[src/rtl/trme_pkg.sv]
package trme_pkg;

   localparam int DEPTH = 64;
   localparam int AW    = $clog2(DEPTH);
   localparam int DW    = 32;
   localparam int CW    = AW + 1;

   localparam logic [1:0] CMD_WRITE = 2'd0;
   localparam logic [1:0] CMD_MERGE = 2'd1;
   localparam logic [1:0] CMD_READ  = 2'd2;

   localparam logic [1:0] CSR_FIRST_START = 2'd0;
   localparam logic [1:0] CSR_FIRST_END   = 2'd1;
   localparam logic [1:0] CSR_SECOND_END  = 2'd2;

   localparam logic STATUS_OK  = 1'b0;
   localparam logic STATUS_ERR = 1'b1;

   typedef enum logic [2:0] {
      ST_IDLE,
      ST_MERGE,
      ST_COPY,
      ST_READ,
      ST_ERR
   } state_type;

   typedef struct packed {
      logic [1:0]           command;
      logic [AW-1:0]        index;
      logic signed [DW-1:0] value;
   } req_type;

   typedef struct packed {
      logic signed [DW-1:0] value_res;
      logic [AW-1:0]        index_res;
      logic                 last;
      logic                 status;
   } rsp_type;

   typedef struct packed {
      logic          en;
      logic [AW-1:0] addr;
      logic [DW-1:0] data;
   } wr_type;

   typedef struct packed {
      logic left_ok;
      logic right_ok;
   } pick_ctl_type;

endpackage

[src/rtl/trme_pick.sv]
// Compare and select: left wins ties (stable merge).
module trme_pick (
   input  trme_pkg::pick_ctl_type       ctl,
   input  logic [trme_pkg::DW-1:0]      left_val,
   input  logic [trme_pkg::DW-1:0]      right_val,
   output logic                         take_left,
   output logic [trme_pkg::DW-1:0]      pick_val
);

   logic left_le;

   assign left_le   = $signed(left_val) <= $signed(right_val);
   assign take_left = ctl.left_ok && (!ctl.right_ok || left_le);
   assign pick_val  = take_left ? left_val : right_val;

endmodule

[config.mk]
export PLATFORM = sky130hd
export DESIGN_NAME = trme_pick
export DESIGN_NICKNAME = d
export VERILOG_FILES = /design/src/rtl/trme_pkg.sv /design/src/rtl/trme_pick.sv
export SDC_FILE = /design/constraint.sdc
export NUM_CORES = 1
export LEC_CHECK = 0
export BUFFER_PORTS_ARGS = -buffer_cell sky130_fd_sc_hd__buf_2
export CAP_MARGIN = 20
export CORE_UTILIZATION = 44
export DETAILED_ROUTE_END_ITERATION = 10
export PLACE_DENSITY = 0.85
export SYNTH_ARGS = -nofsm -noshare
export SYNTH_HDL_FRONTEND = slang
export SYNTH_SLANG_ARGS = --single-unit
[constraint.sdc]
create_clock -name vclk -period 3.7
set_input_delay 0.74 -clock vclk [all_inputs]
set_output_delay 0.74 -clock vclk [all_outputs]
set_load 0.01 [all_outputs]
* Yosys cells after proc, flatten, opt, wreduce, memory -nomap -nowiden
Cells that the tools add are included.
** Word-level totals
- Register bits after elaboration :: 0
- Bits of input ports :: 66
- Output and inout bits :: 33
- Word-level logic and storage cells :: 5
** Operators by class
- $lt $le $gt $ge :: 1
- Multiplexer cells :: 1
- Reduce and logical (&&, ||, !) cells :: 3
** Operators by type and width (number)
- $le 32x32->1 :: 1
- $mux 32 :: 1
- $logic_and 1x1->1 :: 1
- $logic_not 1->1 :: 1
- $logic_or 1x1->1 :: 1

* Logic depth before layout (Yosys ltp)
- Depth in word-level cells :: 4
- Mapped depth :: 10
- Gate-level depth less buffers :: 9

* Least setup slack after synthesis
Ideal clock, no wire load.
- Path type :: input-to-output
- Start point :: input port right_val[30] (netlist bit)
- End point :: output port pick_val[22] (netlist bit)
- Arrival :: 2651 ps
- Data required time :: 2960 ps
- Slack :: 309 ps
- Stages on the path :: 10
- Path buffers :: 1
- Cells stage by stage :: inv_1 > ha_1 > a21oi_1 > nand2_1 > a221o_1 > a211oi_2 > and4_4 > o21a_4 > buf_12 > mux2_4
** On the way
- Cells in the longest elaborated chain, start to end :: 4
** Ends and longest elaborated chain
- from (decl) :: RTL line trme_pick.sv:5 : input logic [trme_pkg::DW-1:0] right_val,
- $le 32x32->1 :: RTL line trme_pick.sv:12 : assign left_le = $signed(left_val) <= $signed(right_val);
- $logic_or 1x1->1 :: RTL line trme_pick.sv:13 : assign take_left = ctl.left_ok && (!ctl.right_ok || left_le);
- $logic_and 1x1->1 :: RTL line trme_pick.sv:13
- named net take_left :: RTL line trme_pick.sv:6 : output logic take_left,
- $mux 32 :: RTL line trme_pick.sv:14 : assign pick_val = take_left ? left_val : right_val;
- to (decl) :: RTL line trme_pick.sv:7 : output logic [trme_pkg::DW-1:0] pick_val
The timed path passes the listed nets, and every way through them passes these cells.

* Worst setup path after layout
- Start point :: input port right_val[14] (netlist bit)
- End point :: output port pick_val[29] (netlist bit)
** On the way
- Cells in the longest elaborated chain, start to end :: 4
** Ends and longest elaborated chain (RTL line)
- $le 32x32->1 :: trme_pick.sv:12
- $logic_or 1x1->1 :: trme_pick.sv:13
- $logic_and 1x1->1 :: trme_pick.sv:13
- $mux 32 :: trme_pick.sv:14
No other way between the ends.

==> impl_metrics.env <==
export IMPL_clockBufferCount=0
export IMPL_grt_max_degree=15
export IMPL_post_place_cells=303
export IMPL_dieArea_um2=3380
export IMPL_antenna_found_initial=0
export IMPL_p_per_area_nw_per_um2=154
export IMPL_netlist_area_um2=1390
export IMPL_cp_slowest_cell="nor3_1"
export IMPL_ys_seq_area_share_pct=0
export IMPL_ant_nets=0
export IMPL_fillers=135
export IMPL_p_leak_nw=1.36
export IMPL_port_buffers=99
export IMPL_rows=20
export IMPL_drt_first_pass_iters=4
export IMPL_hold_viol=0
export IMPL_fp_coreArea_um2=3030
export IMPL_run_status="finished, violations left"
export IMPL_grt_pass1_vias=1596
export IMPL_post_route_period_util_pct=104
export IMPL_max_freq_ghz=0.259
export IMPL_syn_to_final_growth_pct=90.8
export IMPL_wl_per_cell_um=16.1
export IMPL_cpMostUsedCell="buf_12"
export IMPL_critPathRequiredTime_ns=2.96
export IMPL_drc=0
export IMPL_drt_iter0_drc=43
export IMPL_yosys_warnings=0
export IMPL_gr_usage_met3_pct=0.893
export IMPL_grt_use_total_pct=25.3
export IMPL_max_stage_delay_ns=0.41
export IMPL_critPathKind="input pin to output port"
export IMPL_setup_viol=31
export IMPL_gr_usage_met2_pct=56.0
export IMPL_timing_final_crit_period_ns=3.87
export IMPL_synth_top_area_share_pct=31.4
export IMPL_ios=99
export IMPL_power_total_uw=407
export IMPL_post_dp_hpwl_um=2780
export IMPL_start_util_pct=45.8
export IMPL_rsz0062_at_grt="yes"
export IMPL_drive_above_1_share_pct=70.3
export IMPL_grt_busiest_layer="met2"
export IMPL_max_slew_margin_pct=72.0
export IMPL_tightest_slew_ns=0.417
export IMPL_final_cell_mix="buf_2, buf_6, mux2_4"
export IMPL_nFlopsAndLatches=0
export IMPL_worstPathMaxFanout=8
export IMPL_path_cells="buf_2, inv_1, ha_1, nand4_1, nor3_1, o311ai_1, and4_4, o21a_4, buf_12, buf_12, mux2_4, buf_6"
export IMPL_violations="setup timing"
export IMPL_fin_cells=310
export IMPL_insertedDiodeCount=0
export IMPL_viasPerCell=5.29
export IMPL_slew_viol_final=0
export IMPL_vias=1640
export IMPL_gr_total_overflow=0
export IMPL_final_setup_worst_slack_ns=-0.166
export IMPL_grt_util_met1_pct=26.0
export IMPL_routed_wl_um=4980
export IMPL_gp_congestion=0.777
export IMPL_synth_nets=252
export IMPL_synth_area_per_cell_um2=9.00
export IMPL_syn_inst=154
export IMPL_fin_nets=366
export IMPL_die_w_um=58.1
export IMPL_grt_pass1_wl_um=6790
export IMPL_yosysUniqueCellTypes=27
export IMPL_hp_class="input pin to output port"
export IMPL_setup_worst_path_end_class="output port"
export IMPL_cp_start_kind="input pin"
export IMPL_yosys_area_top_type="mux2_4"
export IMPL_arrival_ns=3.13
export IMPL_regArea_um2=0
export IMPL_ir_drop_v=0.000104
export IMPL_synth_area_leaders="mux2_4, ha_1, inv_1"
export IMPL_die_y_um=58.1
export IMPL_drv_cap=0
## area by class of cell
cell class                 count  area, um2  share of cell area, %
inverter                      32        133                   5.01
multi-input combinational    119       1450                   54.7
tap                           44       55.1                   2.08
timing repair buffer         115       1010                   38.2
## metal layers
| metal | up-vias | share of wire [%] | routed length [um] |
|---|---|---|---|
| li1 | 783 | - | - |
| met1 | 775 | 35 | 1730 |
| met2 | 66 | 58 | 2890 |
| met3 | 16 | 3.9 | 192 |
| met4 | 0 | 3.5 | 174 |
| met5 | - | 0 | 0 |
## where the power goes
group,switching (mW),internal (mW)
sequential,0,0
clock,0,0
combinational,0.164,0.243
## metrics by stage
stage	util [%]	worst slack, ns	cell area [um2]	TNS [ns]	hold slack [ns]
after global routing	87.4	-0.274	2650	-5.77	1.78
after detailed placement	65.0	-0.0428	1970	-0.785	1.80
after floorplan	-	0.309	1390	0	1.61
after global placement	65.0	-0.0166	1970	-0.162	1.80
final	87.4	-0.166	2650	-2.23	1.78
after CTS	78.6	-0.0297	2380	-0.247	1.78
## repair_timing
| item | 4_1_cts | 5_1_grt |
|---|---|---|
| cloned | 1 | 0 |
| hold buffers | 0 | 0 |
| setup buffers | 5 | 2 |
| endpoints found under the hold margin | 0 | 0 |
| resized for setup | 61 | 54 |
| setup endpoints to repair | 29 | 32 |
| pin swaps | 2 | 10 |
## cells by family after synthesis
group                    Yosys count  synth area share [%]
buffers and inverters             35                  13.0
AND/OR/NAND/NOR                   29                  11.7
AO/OA/AOI/OAI                     27                  13.4
multiplexers                      31                  33.0
adder cells (fa/ha/maj)           32                  28.9
## cells in the mapped netlist, types with 2 or more instances
master,n
a21boi_0,2
a21oi_1,13
buf_12,3
ha_1,32
inv_1,32
mux2_2,2
mux2_4,29
nand2_1,5
nand3_1,5
nand4_1,7
nor2_1,4
nor2b_1,2
nor3_1,2
o211ai_1,2
o21ai_0,2
## worst max-delay path, delay by kind of cell
kind            cells  cell delay (ns)
fa+ha+maj           1             0.30
compound gates      2             0.44
mux                 1             0.32
simple gates        3             0.79
buf+inv             5             0.53
## path summary, 6_finish.rpt
check           from           end  slack, ns  cells past startpoint
max    right_val[14]  pick_val[29]      -0.17                     12
min    right_val[18]  pick_val[18]       1.78                      3
Power figures use the tool's default switching activity.
