<file path="config.mk">
export PLATFORM = sky130hd
export DESIGN_NAME = trme_mbuf
export DESIGN_NICKNAME = d
export VERILOG_FILES = /design/src/rtl/trme_pkg.sv /design/src/rtl/trme_mbuf.sv
export SDC_FILE = /design/constraint.sdc
export NUM_CORES = 2
export LEC_CHECK = 0
export BUFFER_PORTS_ARGS = -buffer_cell sky130_fd_sc_hd__clkbuf_2
export CAP_MARGIN = 25
export CORE_MARGIN = 5
export CORE_UTILIZATION = 40
export DETAILED_ROUTE_END_ITERATION = 8
export GPL_ROUTABILITY_DRIVEN = 0
export PLACE_DENSITY = 0.52
export SLEW_MARGIN = 20
export SYNTH_ARGS = -nofsm -noshare
export SYNTH_HDL_FRONTEND = slang
export SYNTH_SLANG_ARGS = --single-unit
</file>
<file path="constraint.sdc">
create_clock -name clock -period 4.3 [get_ports clock]
set_input_delay 0.215 -clock clock [delete_from_list [all_inputs] [get_ports clock]]
set_output_delay 0.215 -clock clock [all_outputs]
set_load 0.02 [all_outputs]
</file>
<file path="src/rtl/trme_pkg.sv">
package trme_pkg;

   localparam int DEPTH = 64;
   localparam int AW    = $clog2(DEPTH);
   localparam int DW    = 32;
   localparam int CW    = AW + 1;

   localparam logic [1:0] CMD_WRITE = 2'd0;
   localparam logic [1:0] CMD_MERGE = 2'd1;
   localparam logic [1:0] CMD_READ  = 2'd2;

   localparam logic [1:0] CSR_FIRST_START = 2'd0;
   localparam logic [1:0] CSR_FIRST_END   = 2'd1;
   localparam logic [1:0] CSR_SECOND_END  = 2'd2;

   localparam logic STATUS_OK  = 1'b0;
   localparam logic STATUS_ERR = 1'b1;

   typedef enum logic [2:0] {
      ST_IDLE,
      ST_MERGE,
      ST_COPY,
      ST_READ,
      ST_ERR
   } state_type;

   typedef struct packed {
      logic [1:0]           command;
      logic [AW-1:0]        index;
      logic signed [DW-1:0] value;
   } req_type;

   typedef struct packed {
      logic signed [DW-1:0] value_res;
      logic [AW-1:0]        index_res;
      logic                 last;
      logic                 status;
   } rsp_type;

   typedef struct packed {
      logic          en;
      logic [AW-1:0] addr;
      logic [DW-1:0] data;
   } wr_type;

   typedef struct packed {
      logic left_ok;
      logic right_ok;
   } pick_ctl_type;

endpackage

</file>
<file path="src/rtl/trme_mbuf.sv">
// Merge buffer: one write port, one registered read port.
// A read of the entry being written returns the new data.
module trme_mbuf (
   input  logic                         clock,
   input  trme_pkg::wr_type             wr,
   input  logic [trme_pkg::AW-1:0]      rd_addr,
   output logic [trme_pkg::DW-1:0]      rd_data
);

   logic [trme_pkg::DW-1:0] mem_ff [trme_pkg::DEPTH];
   logic [trme_pkg::DW-1:0] rd_ff;

   always_ff @(posedge clock) begin
      if (wr.en) begin
         mem_ff[wr.addr] <= wr.data;
      end
      rd_ff <= (wr.en && (wr.addr == rd_addr)) ? wr.data : mem_ff[rd_addr];
   end

   assign rd_data = rd_ff;

endmodule

</file>
**Yosys cells after proc, flatten, opt, wreduce, memory -nomap -nowiden**

Memory sizes are Yosys's and may differ from the RTL's. A register that Yosys moved wholly into a read port is not among the register bits.
Cells that the tools add are included.

- Flip-flop bits (word level): 0
- Memory bits (writable): 2048
- Input port bits: 46
- Output and inout bits: 32
- Word-level logic and storage cells: 3
- Memories: 1

- Muxes and demuxes: 2

Memory list:

| name | words | width | rd ports | clocked after Yosys merged registers in | write ports | line | source |
|---|---|---|---|---|---|---|---|
| mem_ff | 64 | 32 | 1 | 1 | 1 | trme_mbuf.sv:10 | `logic [trme_pkg::DW-1:0] mem_ff [trme_pkg::DEPTH];` |

Operators with widths:

| kind | number |
|---|---|
| 1-bit 2-to-1 mux | 2 |

**Logic depth before layout (Yosys ltp)**

- Depth after elaboration: 2
- Mapped depth: 10
- Mapped depth without buffers: 5

**Worst setup path after synthesis**

OpenSTA, ideal clock, no wires.

- Path type: input to register
- Start: in wr[35] (netlist name)
- End: mem mem_ff[48][0] (netlist name), enable pin
- Library setup time: 0.461 ns
- Arrival time: 2.914 ns
- Required time: 3.839 ns
- Slack: 0.925 ns
- Stages on the path: 4
- Path buffers: 1
- Cells stage by stage: clkbuf_1 -> nor2b_1 -> nand4b_1 -> nor3_1

RTL lines:

| item | line | source |
|---|---|---|
| from (decl) | trme_mbuf.sv:5 | `input trme_pkg::wr_type wr,` |
| to (decl) | trme_mbuf.sv:10 |  |

No word-level cell before the write port.

==> results.yml <==
grt:
  grt_pass1_vias: 37586
  grt_overflow: 0
  grt_pass1_wl_mm: 294
  grt_util_all_layers_pct: 20.4
  grt_max_degree: 65
  antenna_found_initial: 18
die:
  die_area_sq_mm: 0.204
  io_pins: 78
  die_x_microns: 452
  die_h_microns: 452
  coreArea_sq_mm: 0.194
  rows: 162
  start_util_pct: 40.1
sta:
  timing.fmax_ghz: 0.243
  fin_tns_setup_ps: 0
  layout_worst_path_cycle_share_pct: 95.6
  setup_viol: 0
  hold_violations: 0
  fin_crit_ps: 4110
  max_slew_margin_pct: 29.4
  rsz0062_at_grt: "no"
  worst_slew_pin_slew_ps: 1060
  drv_slew: 0
power:
  ir_worst_vdd_mv: 0.370
  power_per_cell_area_mw_per_mm2: 464
  leakage_nw: 28.1
route:
  first_iter_violations: 3940
  viasPerCell: 5.75
  routedWlPerCell_microns: 32.8
  drt_wl_total_mm: 209
  firstDrtPassIters: 5
  drc: 0
  dr_total_vias: 36619
  ant_nets: 0
synthesis:
  synth_fp_nets: 3344
  yosys.area_share.simple_pct: 1.27
  synth_compound_area_share_pct: 1.68
  synth-seq-area-share_pct: 79.0
  synth_top_family_by_area: "multiplexers"
  ys_warn_count: 0
  async_flop_share_pct: 0
  synthMuxAreaShare_pct: 16.9
  syn_area_sq_mm: 0.0780
  synth_edf_count: 2048
  synthAdderAreaFrac_pct: 0
  syn_area_per_cell_sq_um: 23.6
  synthFlopType: "edfxtp_1"
  synthCells: 3298
  synthXorXnorAreaFrac_pct: 0
  synth_cell_types: 34
  ys_ff_latch: 2054
setup_path:
  critPathSlowestCell: "dfxtp_1"
  end_kind: "output pin"
  cp-start-kind: "register"
  cp_max_fo: 15
  crit_chain: "nand3b_1 -> o221ai_1 -> a21oi_1 -> a21oi_1 -> nor2_1 -> clkbuf_2"
  crit_required_ps: 4090
  crit_type: "register to output pin"
  crit_arrival_ps: 3900
  cpPeakStageDelay_ps: 820
  crit_top_cell: "a21oi_1"
hold_path:
  hold_end: "mem_ff[7][0]"
  worstHoldStart: "wr[0]"
  hold_path_depth: 2
  hold_path_class: "primary input to register"
placed_design:
  port-buffer-count: 77
  dpl_cell_area_sq_mm: 0.0833
  placed_cells: 5946
  dp_hpwl_mm: 117
run_status:
  status: "finished clean"
layout:
  drive_above_1_share_pct: 31.2
  largest_reg_flops: 2048
  utilization_pct: 46.4
  area_growth_pct: 15.7
  top_regs: "mem_ff x2048"
  fin_cells: 6372
  post-route-cell-area_sq_mm: 0.0903
  final_nets: 3693
  regMostFlops: "mem_ff"
run:
  max_cap_violations: 0
cts:
  numClockSinks: 2054
  cts_buffers: 209
  cts_tree: "done"
  clkTransAtPathRegs_ps: 60
  cts_root_buffer: "clkbuf_16"
  cts.htree.levels: 4
  cts_max_path_buffers: 3
==> cells in the final DEF (no fill, tap or decap), types with 3 or more instances in the layout <==
cell type,count
edfxtp_1,2048
mux4_2,544
clkbuf_16,213
buf_4,168
mux2i_1,93
o22ai_1,84
clkbuf_2,77
nor2_1,75
a21oi_1,62
nor2_4,62
clkbuf_1,54
clkinv_1,52
buf_12,47
clkinv_2,32
o221ai_1,27
dlygate4sd3_1,27
nand2_1,25
nor2b_1,15
bufinv_16,14
a22oi_1,12
diode_2,10
a311oi_1,8
nand2b_1,7
clkbuf_8,6
nand3b_1,5
nor3_1,5
nand3_1,5
inv_6,5
and3_1,4
a41o_1,4
o32ai_1,4
dfxtp_4,4
clkinv_8,4
or3b_2,3
or3_1,3
==> synth_stat cells (2+ instances only) <==
library cell,number,area [sq um]
buf_2,57,285
o32ai_1,4,35.0
o22ai_1,84,526
or3_1,3,18.8
nor2_1,137,514
buf_1,21,78.8
nand2b_1,8,50.1
a21oi_1,62,310
mux4_2,544,12300
or3b_1,2,17.5
mux2i_1,93,931
and2_1,2,12.5
a41o_1,4,40.0
nand3_1,5,25.0
buf_6,5,56.3
a22oi_1,12,90.1
and3_1,4,25.0
nor3_1,7,35.0
nand3b_1,5,37.5
clkbuf_1,74,278
o221ai_1,27,236
edfxtp_1,2048,61500
dfxtp_1,6,120
a311oi_1,8,70.1
nor2b_1,15,93.8
or3b_2,3,26.3
nand2_1,26,97.6
nand4_1,2,12.5
buf_4,25,188
==> power breakdown <==
group	switching (mW)	total (mW)	internal, mW
clock	7.51	17.5	10.0
sequential	0.0594	22.2	22.2
combinational	1.32	2.15	0.828
total	8.89	41.9	33.0
==> cell type report <==
type / instances / area, sq um
Clock inverter: 111 / 940
Timing Repair Buffer: 320 / 2890
Clock buffer: 273 / 5620
Multi-Input combinational cell: 1062 / 16000
Antenna cell: 10 / 25.0
Fill cell: 15898 / 104000
Sequential cell: 2054 / 61600
Tap cell: 2542 / 3180
==> what timing repair did <==
item,CTS,global route
gates resized for setup,1,0
hold buffers,27,0
hold endpoints to repair,348,0
setup endpoints to repair,3,0
setup buffers,5,0
==> through the flow <==
step / setup slack, ps / total power [mW] / hold slack, ps
after floorplan: 925 / 23.8 / 243
after global placement: 840 / 24.8 / 320
after detailed placement: 853 / 24.8 / 319
after CTS: 47.5 / 42.3 / 1.57
after global routing: 68.7 / 43.2 / 31.1
final: 189 / 41.9 / 40.8
==> worst max-delay path by stage <==
| stage | from | endpoint | cells past startpoint |
|---|---|---|---|
| global placement | register | rd_data[0] | 7 |
| global route | register | rd_data[1] | 6 |
| floorplan | wr[35] | mem_ff[48][0] | 4 |
| CTS | register | rd_data[1] | 6 |
| finish | register | rd_data[1] | 6 |
| detailed placement | register | rd_data[25] | 6 |
==> kinds of logic (layout without fill, tap and decap cells) <==
logic type	Yosys count	count (layout)
other cells	0	10
compound gates	202	202
buf+inv	182	704
flops	2054	2054
simple gates	223	223
mux	637	637
==> critical path, delay by kind of cell, from the launching register on <==
family,cells,cell delay [ps]
buffers and inverters,1,200
AOI/OAI and AO/OA,3,1190
DFF,1,820
and+or+nand+nor,2,850
==> per-layer routing <==
metal  GRT usage, %  share of wire (%)  vias to the layer above
li1               -                  -                    14913
met1           29.8                 44                    20157
met2           32.6                 48                     1262
met3           3.15                6.0                      285
met4           5.29                2.6                        2
met5              0             0.0062                        -
No activity file was read; power rests on OpenSTA's default activity.
