File: config.mk
export PLATFORM = sky130hd
export DESIGN_NAME = trme_store
export DESIGN_NICKNAME = d
export VERILOG_FILES = /design/src/rtl/trme_pkg.sv /design/src/rtl/trme_store.sv
export SDC_FILE = /design/constraint.sdc
export NUM_CORES = 2
export LEC_CHECK = 0
export ABC_AREA = 0
export BUFFER_PORTS_ARGS = -buffer_cell sky130_fd_sc_hd__buf_2
export CAP_MARGIN = 10
export CORE_MARGIN = 5
export CORE_UTILIZATION = 55
export DETAILED_ROUTE_END_ITERATION = 10
export PLACE_DENSITY = 0.79
export SLEW_MARGIN = 20
export SYNTH_ARGS = -nofsm -noshare
export SYNTH_HDL_FRONTEND = slang
export SYNTH_SLANG_ARGS = --single-unit
File: constraint.sdc
create_clock -name clock -period 4.02 [get_ports clock]
set_input_delay 0.201 -clock clock [delete_from_list [all_inputs] [get_ports clock]]
set_output_delay 0.201 -clock clock [all_outputs]
set_load 0.005 [all_outputs]
File: src/rtl/trme_pkg.sv
package trme_pkg;

   localparam int DEPTH = 64;
   localparam int AW    = $clog2(DEPTH);
   localparam int DW    = 32;
   localparam int CW    = AW + 1;

   localparam logic [1:0] CMD_WRITE = 2'd0;
   localparam logic [1:0] CMD_MERGE = 2'd1;
   localparam logic [1:0] CMD_READ  = 2'd2;

   localparam logic [1:0] CSR_FIRST_START = 2'd0;
   localparam logic [1:0] CSR_FIRST_END   = 2'd1;
   localparam logic [1:0] CSR_SECOND_END  = 2'd2;

   localparam logic STATUS_OK  = 1'b0;
   localparam logic STATUS_ERR = 1'b1;

   typedef enum logic [2:0] {
      ST_IDLE,
      ST_MERGE,
      ST_COPY,
      ST_READ,
      ST_ERR
   } state_type;

   typedef struct packed {
      logic [1:0]           command;
      logic [AW-1:0]        index;
      logic signed [DW-1:0] value;
   } req_type;

   typedef struct packed {
      logic signed [DW-1:0] value_res;
      logic [AW-1:0]        index_res;
      logic                 last;
      logic                 status;
   } rsp_type;

   typedef struct packed {
      logic          en;
      logic [AW-1:0] addr;
      logic [DW-1:0] data;
   } wr_type;

   typedef struct packed {
      logic left_ok;
      logic right_ok;
   } pick_ctl_type;

endpackage

File: src/rtl/trme_store.sv
// Element store: one write port, two registered read ports.
module trme_store (
   input  logic                         clock,
   input  trme_pkg::wr_type             wr,
   input  logic [trme_pkg::AW-1:0]      rd_a_addr,
   input  logic [trme_pkg::AW-1:0]      rd_b_addr,
   output logic [trme_pkg::DW-1:0]      rd_a_data,
   output logic [trme_pkg::DW-1:0]      rd_b_data
);

   logic [trme_pkg::DW-1:0] mem_ff [trme_pkg::DEPTH];
   logic [trme_pkg::DW-1:0] rd_a_ff;
   logic [trme_pkg::DW-1:0] rd_b_ff;

   always_ff @(posedge clock) begin
      if (wr.en) begin
         mem_ff[wr.addr] <= wr.data;
      end
      rd_a_ff <= mem_ff[rd_a_addr];
      rd_b_ff <= mem_ff[rd_b_addr];
   end

   assign rd_a_data = rd_a_ff;
   assign rd_b_data = rd_b_ff;

endmodule

---- After elaboration in Yosys (flattened, before gate mapping) ----
Memory sizes are Yosys's and may differ from the RTL's. A register that Yosys moved wholly into a read port is not among the register bits.
Cells that the tools add are included.
operators by class
  muxes and demuxes ....................... 2
operator list
  cell               number
  1-bit two-way mux  2
storage, ports and cells
  memories ................................ 1
  register bits ........................... 0
  logic and storage cells ................. 3
  RAM bits ................................ 2048
  output and inout bits ................... 64
memory list
  memory  words  width  read ports  clocked after Yosys merged registers in  wr ports  line              RTL
  mem_ff  64     32     2           2                                        1         trme_store.sv:11  logic [trme_pkg::DW-1:0] mem_ff [trme_pkg::DEPTH];

---- Depth between registers and ports, before layout ----
  depth in word-level cells ............... 2
  depth in mapped cells ................... 10
  gate-level depth less buffers ........... 5

---- Least setup slack after synthesis ----
No wires, ideal clock.
  path kind ............................... input port to flip-flop
  start ................................... input wr[35] in the netlist's numbering
  end ..................................... memory mem_ff[48][0] in the netlist's numbering (enable)
  stages .................................. 4
  library setup time ...................... 461 ps
  data required time ...................... 3559 ps
  arrival time ............................ 2931 ps
  path buffers ............................ 1
  slack ................................... 628 ps
  cells stage by stage .................... clkbuf_1 -> nor2b_1 -> nand4b_1 -> nor3_1
RTL lines
  item                line              RTL
  start: declaration  trme_store.sv:4   input trme_pkg::wr_type wr,
  end: declaration    trme_store.sv:11
Straight into the memory's write port.

==> flow_summary.ini <==
[run_status]
outcome = complete, no violations

[layout]
drive_above_1_share = 0.389
syn_to_final_growth_pct = 12.7
nNetsFinal = 4685
final_area_um2 = 108000
nFillCells = 11304

[synthesis]
synthMuxAreaShare = 0.290
ys_seq_area_frac = 0.656
yosysUniqueCellTypes = 38
synth_cells = 4412
syn_area_per_cell_um2 = 21.7
synthSimpleGateAreaFrac = 0.0113
synthesis.area_um2 = 95700
synth_edf_count = 2048
ys_ff_latch = 2112
synth_compound_area_frac = 0.0239
ys.flop_type = edfxtp_1
synthXorXnorAreaFrac = 0
synth_async_sr_flop_share = 0
synth_fa_ha_area_frac = 0
synth_top_family_by_area = multiplexers
yosys_warnings = 0
synth_nets = 4464

[setup_path]
cp_top_family = compound AO/OA/AOI/OAI gates
crit_chain = dlygate4sd3_1 -> buf_4 -> nand2_1 -> buf_4 -> o221ai_1 -> a21oi_1 -> nor2_1 -> o22ai_1
cp_slowest_cell = a21oi_1
cp_max_fo = 34
critPathArrivalTime_ps = 3700
cpMostUsedCell = buf_4
start_kind = input pin
cpPeakStageDelay_ps = 980
worst-setup-path-type = input pin to register
end_kind = register
worstPathRequired_ps = 4780
worst-path-buf-inv = 3

[place]
hpwl_um = 166000
port_buffers = 115
place_area_um2 = 101000
gp_congestion = 0.837

[routing]
wl_per_cell_um = 40.8
firstDrtPassIters = 6
drc = 0
via_count = 54427
wl_um = 292000
ant_nets = 0
drtIter0Drc = 9310
vias_per_cell = 7.61

[cts]
numClockSinks = 2112
cts_root_buf = clkbuf_16
cts_tree = built
clock_path_buffers = 3
htree_levels = 4
numCtsBuffers = 201
clkSlewWorstSetupHoldPaths_ps = 60
clk_latency_ps = 870

[sta]
fin_crit_sh = 0.731
fin_worst_skew_ps = 36.7
hold_violations = 0
rsz0062_at_grt = false
final.setup.tns_ps = 0
setup_violations = 0
fmax_mhz = 340
tightest_slew_ps = 1270
slew_headroom = 0.152
finalCriticalPeriod_ps = 2940
drv_slew = 0

[floorplan]
core_um2 = 173000
dieArea_um2 = 182000
initial_core_util = 0.552
core.rowCount = 153
io_pins = 116
die_height_um = 427
die_x_um = 427

[global_routing]
antenna_found_initial = 34
grt_overflow_total = 0
first_global_vias = 54695
grt_max_degree = 69
grt_usage = 0.323
grt_pass1_wl_um = 410000

[power]
total_leakage_power_nw = 33.9
ir_worst_vdd_uv = 502
powerDensity_nw_per_um2 = 446

[hold_path]
hold_class = input pin to register

[flow_run]
drv_cap = 0
## sequential cells by signal, summed over array words and instances, names as in the netlist
| signal | flops |
|---|---|
| mem_ff | 2048 |
| rd_a_data | 32 |
| rd_b_data | 32 |
## path summary, 6_finish.rpt
check	to	startpoint	cells past startpoint	slack [ps]
worst min register to register	rd_a_data[5]	mem_ff[18][5]	5	930
worst max-delay path	rd_a_data[5]	rd_a_addr[5]	8	1080
worst min-delay path	mem_ff[51][6]	wr[33]	3	70
worst max register to register	rd_a_data[5]	mem_ff[45][5]	5	1470
## placed cells by master, fill, tap and decap left out, types with 4 or more instances in the layout
cell type         n
clkinvlp_4       12
o21ai_1          31
o32a_1            9
a211oi_1         14
a22oi_1          85
diode_2          20
buf_4           160
nor2_4           63
nand3_1           9
dlygate4sd3_1    30
a32oi_1           9
clkbuf_1         50
mux4_2         1124
mux2_2           36
nor2_1           31
a221oi_1         13
clkinv_8          4
dfxtp_1          64
buf_8             6
edfxtp_1       2048
clkbuf_8         11
bufinv_16        24
o211ai_1         27
mux2i_1         204
and2_1            4
nand3b_1          6
o21ai_0          18
buf_12           81
a21oi_1          58
o221ai_1         16
buf_2            85
nor2b_1          16
o22ai_1          56
clkinv_2         32
nand2b_1          7
clkinv_1         31
nand2_1          92
clkbuf_16       209
## cells by family after synthesis
family / after synthesis
muxes: 1364
and+or+nand+nor: 248
AOI/OAI and AO/OA: 340
DFF: 2112
buffers and inverters: 348
## synth_stat cells, types with 3 or more instances
cell / count / area [µm²]
buf_1: 25 / 93.8
o22ai_1: 56 / 350
dfxtp_1: 64 / 1280
o21ai_0: 18 / 90.1
buf_2: 121 / 606
nor2_1: 94 / 353
clkbuf_1: 135 / 507
nand3b_1: 6 / 45.0
a32oi_1: 9 / 78.8
buf_4: 55 / 413
a211oi_1: 15 / 113
o21ai_1: 31 / 155
and2_1: 6 / 37.5
nor2b_1: 19 / 119
nand2_1: 93 / 349
mux2i_1: 204 / 2040
a21oi_1: 58 / 290
a221oi_1: 13 / 114
o32a_1: 9 / 90.1
mux4_2: 1124 / 25300
a22oi_1: 85 / 638
edfxtp_1: 2048 / 61500
nand3_1: 9 / 45.0
o221ai_1: 16 / 140
or2_2: 3 / 18.8
o211ai_1: 27 / 203
nor3_1: 3 / 15.0
mux2_2: 36 / 405
nand2b_1: 8 / 50.1
buf_6: 11 / 124
## worst reg2reg max path, cell delays in order, from the launching register on
cell and delay (ps):
edfxtp_1 410, mux4_2 280, o221ai_1 140, a21oi_1 980, nor2_1 430, o22ai_1 220
## layer usage
layer	track usage	share of wire	vias up
met5	0	0.00065	-
li1	-	-	19974
met1	0.426	0.32	28268
met3	0.104	0.16	1019
met4	0.175	0.064	28
met2	0.484	0.46	5138
## area by class of cell
class	instances	area (µm²)	area share
multi-input combinational	1952	31700	0.294
timing repair buffer	365	3680	0.0342
clock buffer	270	5570	0.0516
sequential	2112	62800	0.582
inverter	1	3.75	0.0000348
clock inverter	107	1190	0.0110
antenna	20	50.0	0.000464
tap	2325	2910	0.0270
## report_power, final
part / leakage [nW] / internal [mW] / switching (mW)
clock: 3.27 / 11.3 / 8.31
sequential: 19.0 / 24.4 / 0.177
combinational: 11.6 / 1.69 / 2.34
## stage by stage
stage	std cells	util	hold WS [ps]	total power [mW]	setup slack [ps]
6_report	7152	0.622	68.7	48.1	1080
5_1_grt	7142	0.622	50.3	49.3	1340
4_1_cts	7103	0.619	2.46	48.1	1440
3_5_place_dp	6720	0.580	579	28.9	684
3_3_place_gp	6720	0.580	580	28.8	706
2_1_floorplan	4412	-	300	27.3	628
## what timing repair did
action | in CTS | in global routing
hold buffers | 6 | 24
hold endpoints to repair | 22 | 1410
setup buffers | 0 | 0
gates resized for setup | 0 | 0
No activity file was read; power rests on OpenSTA's default activity.
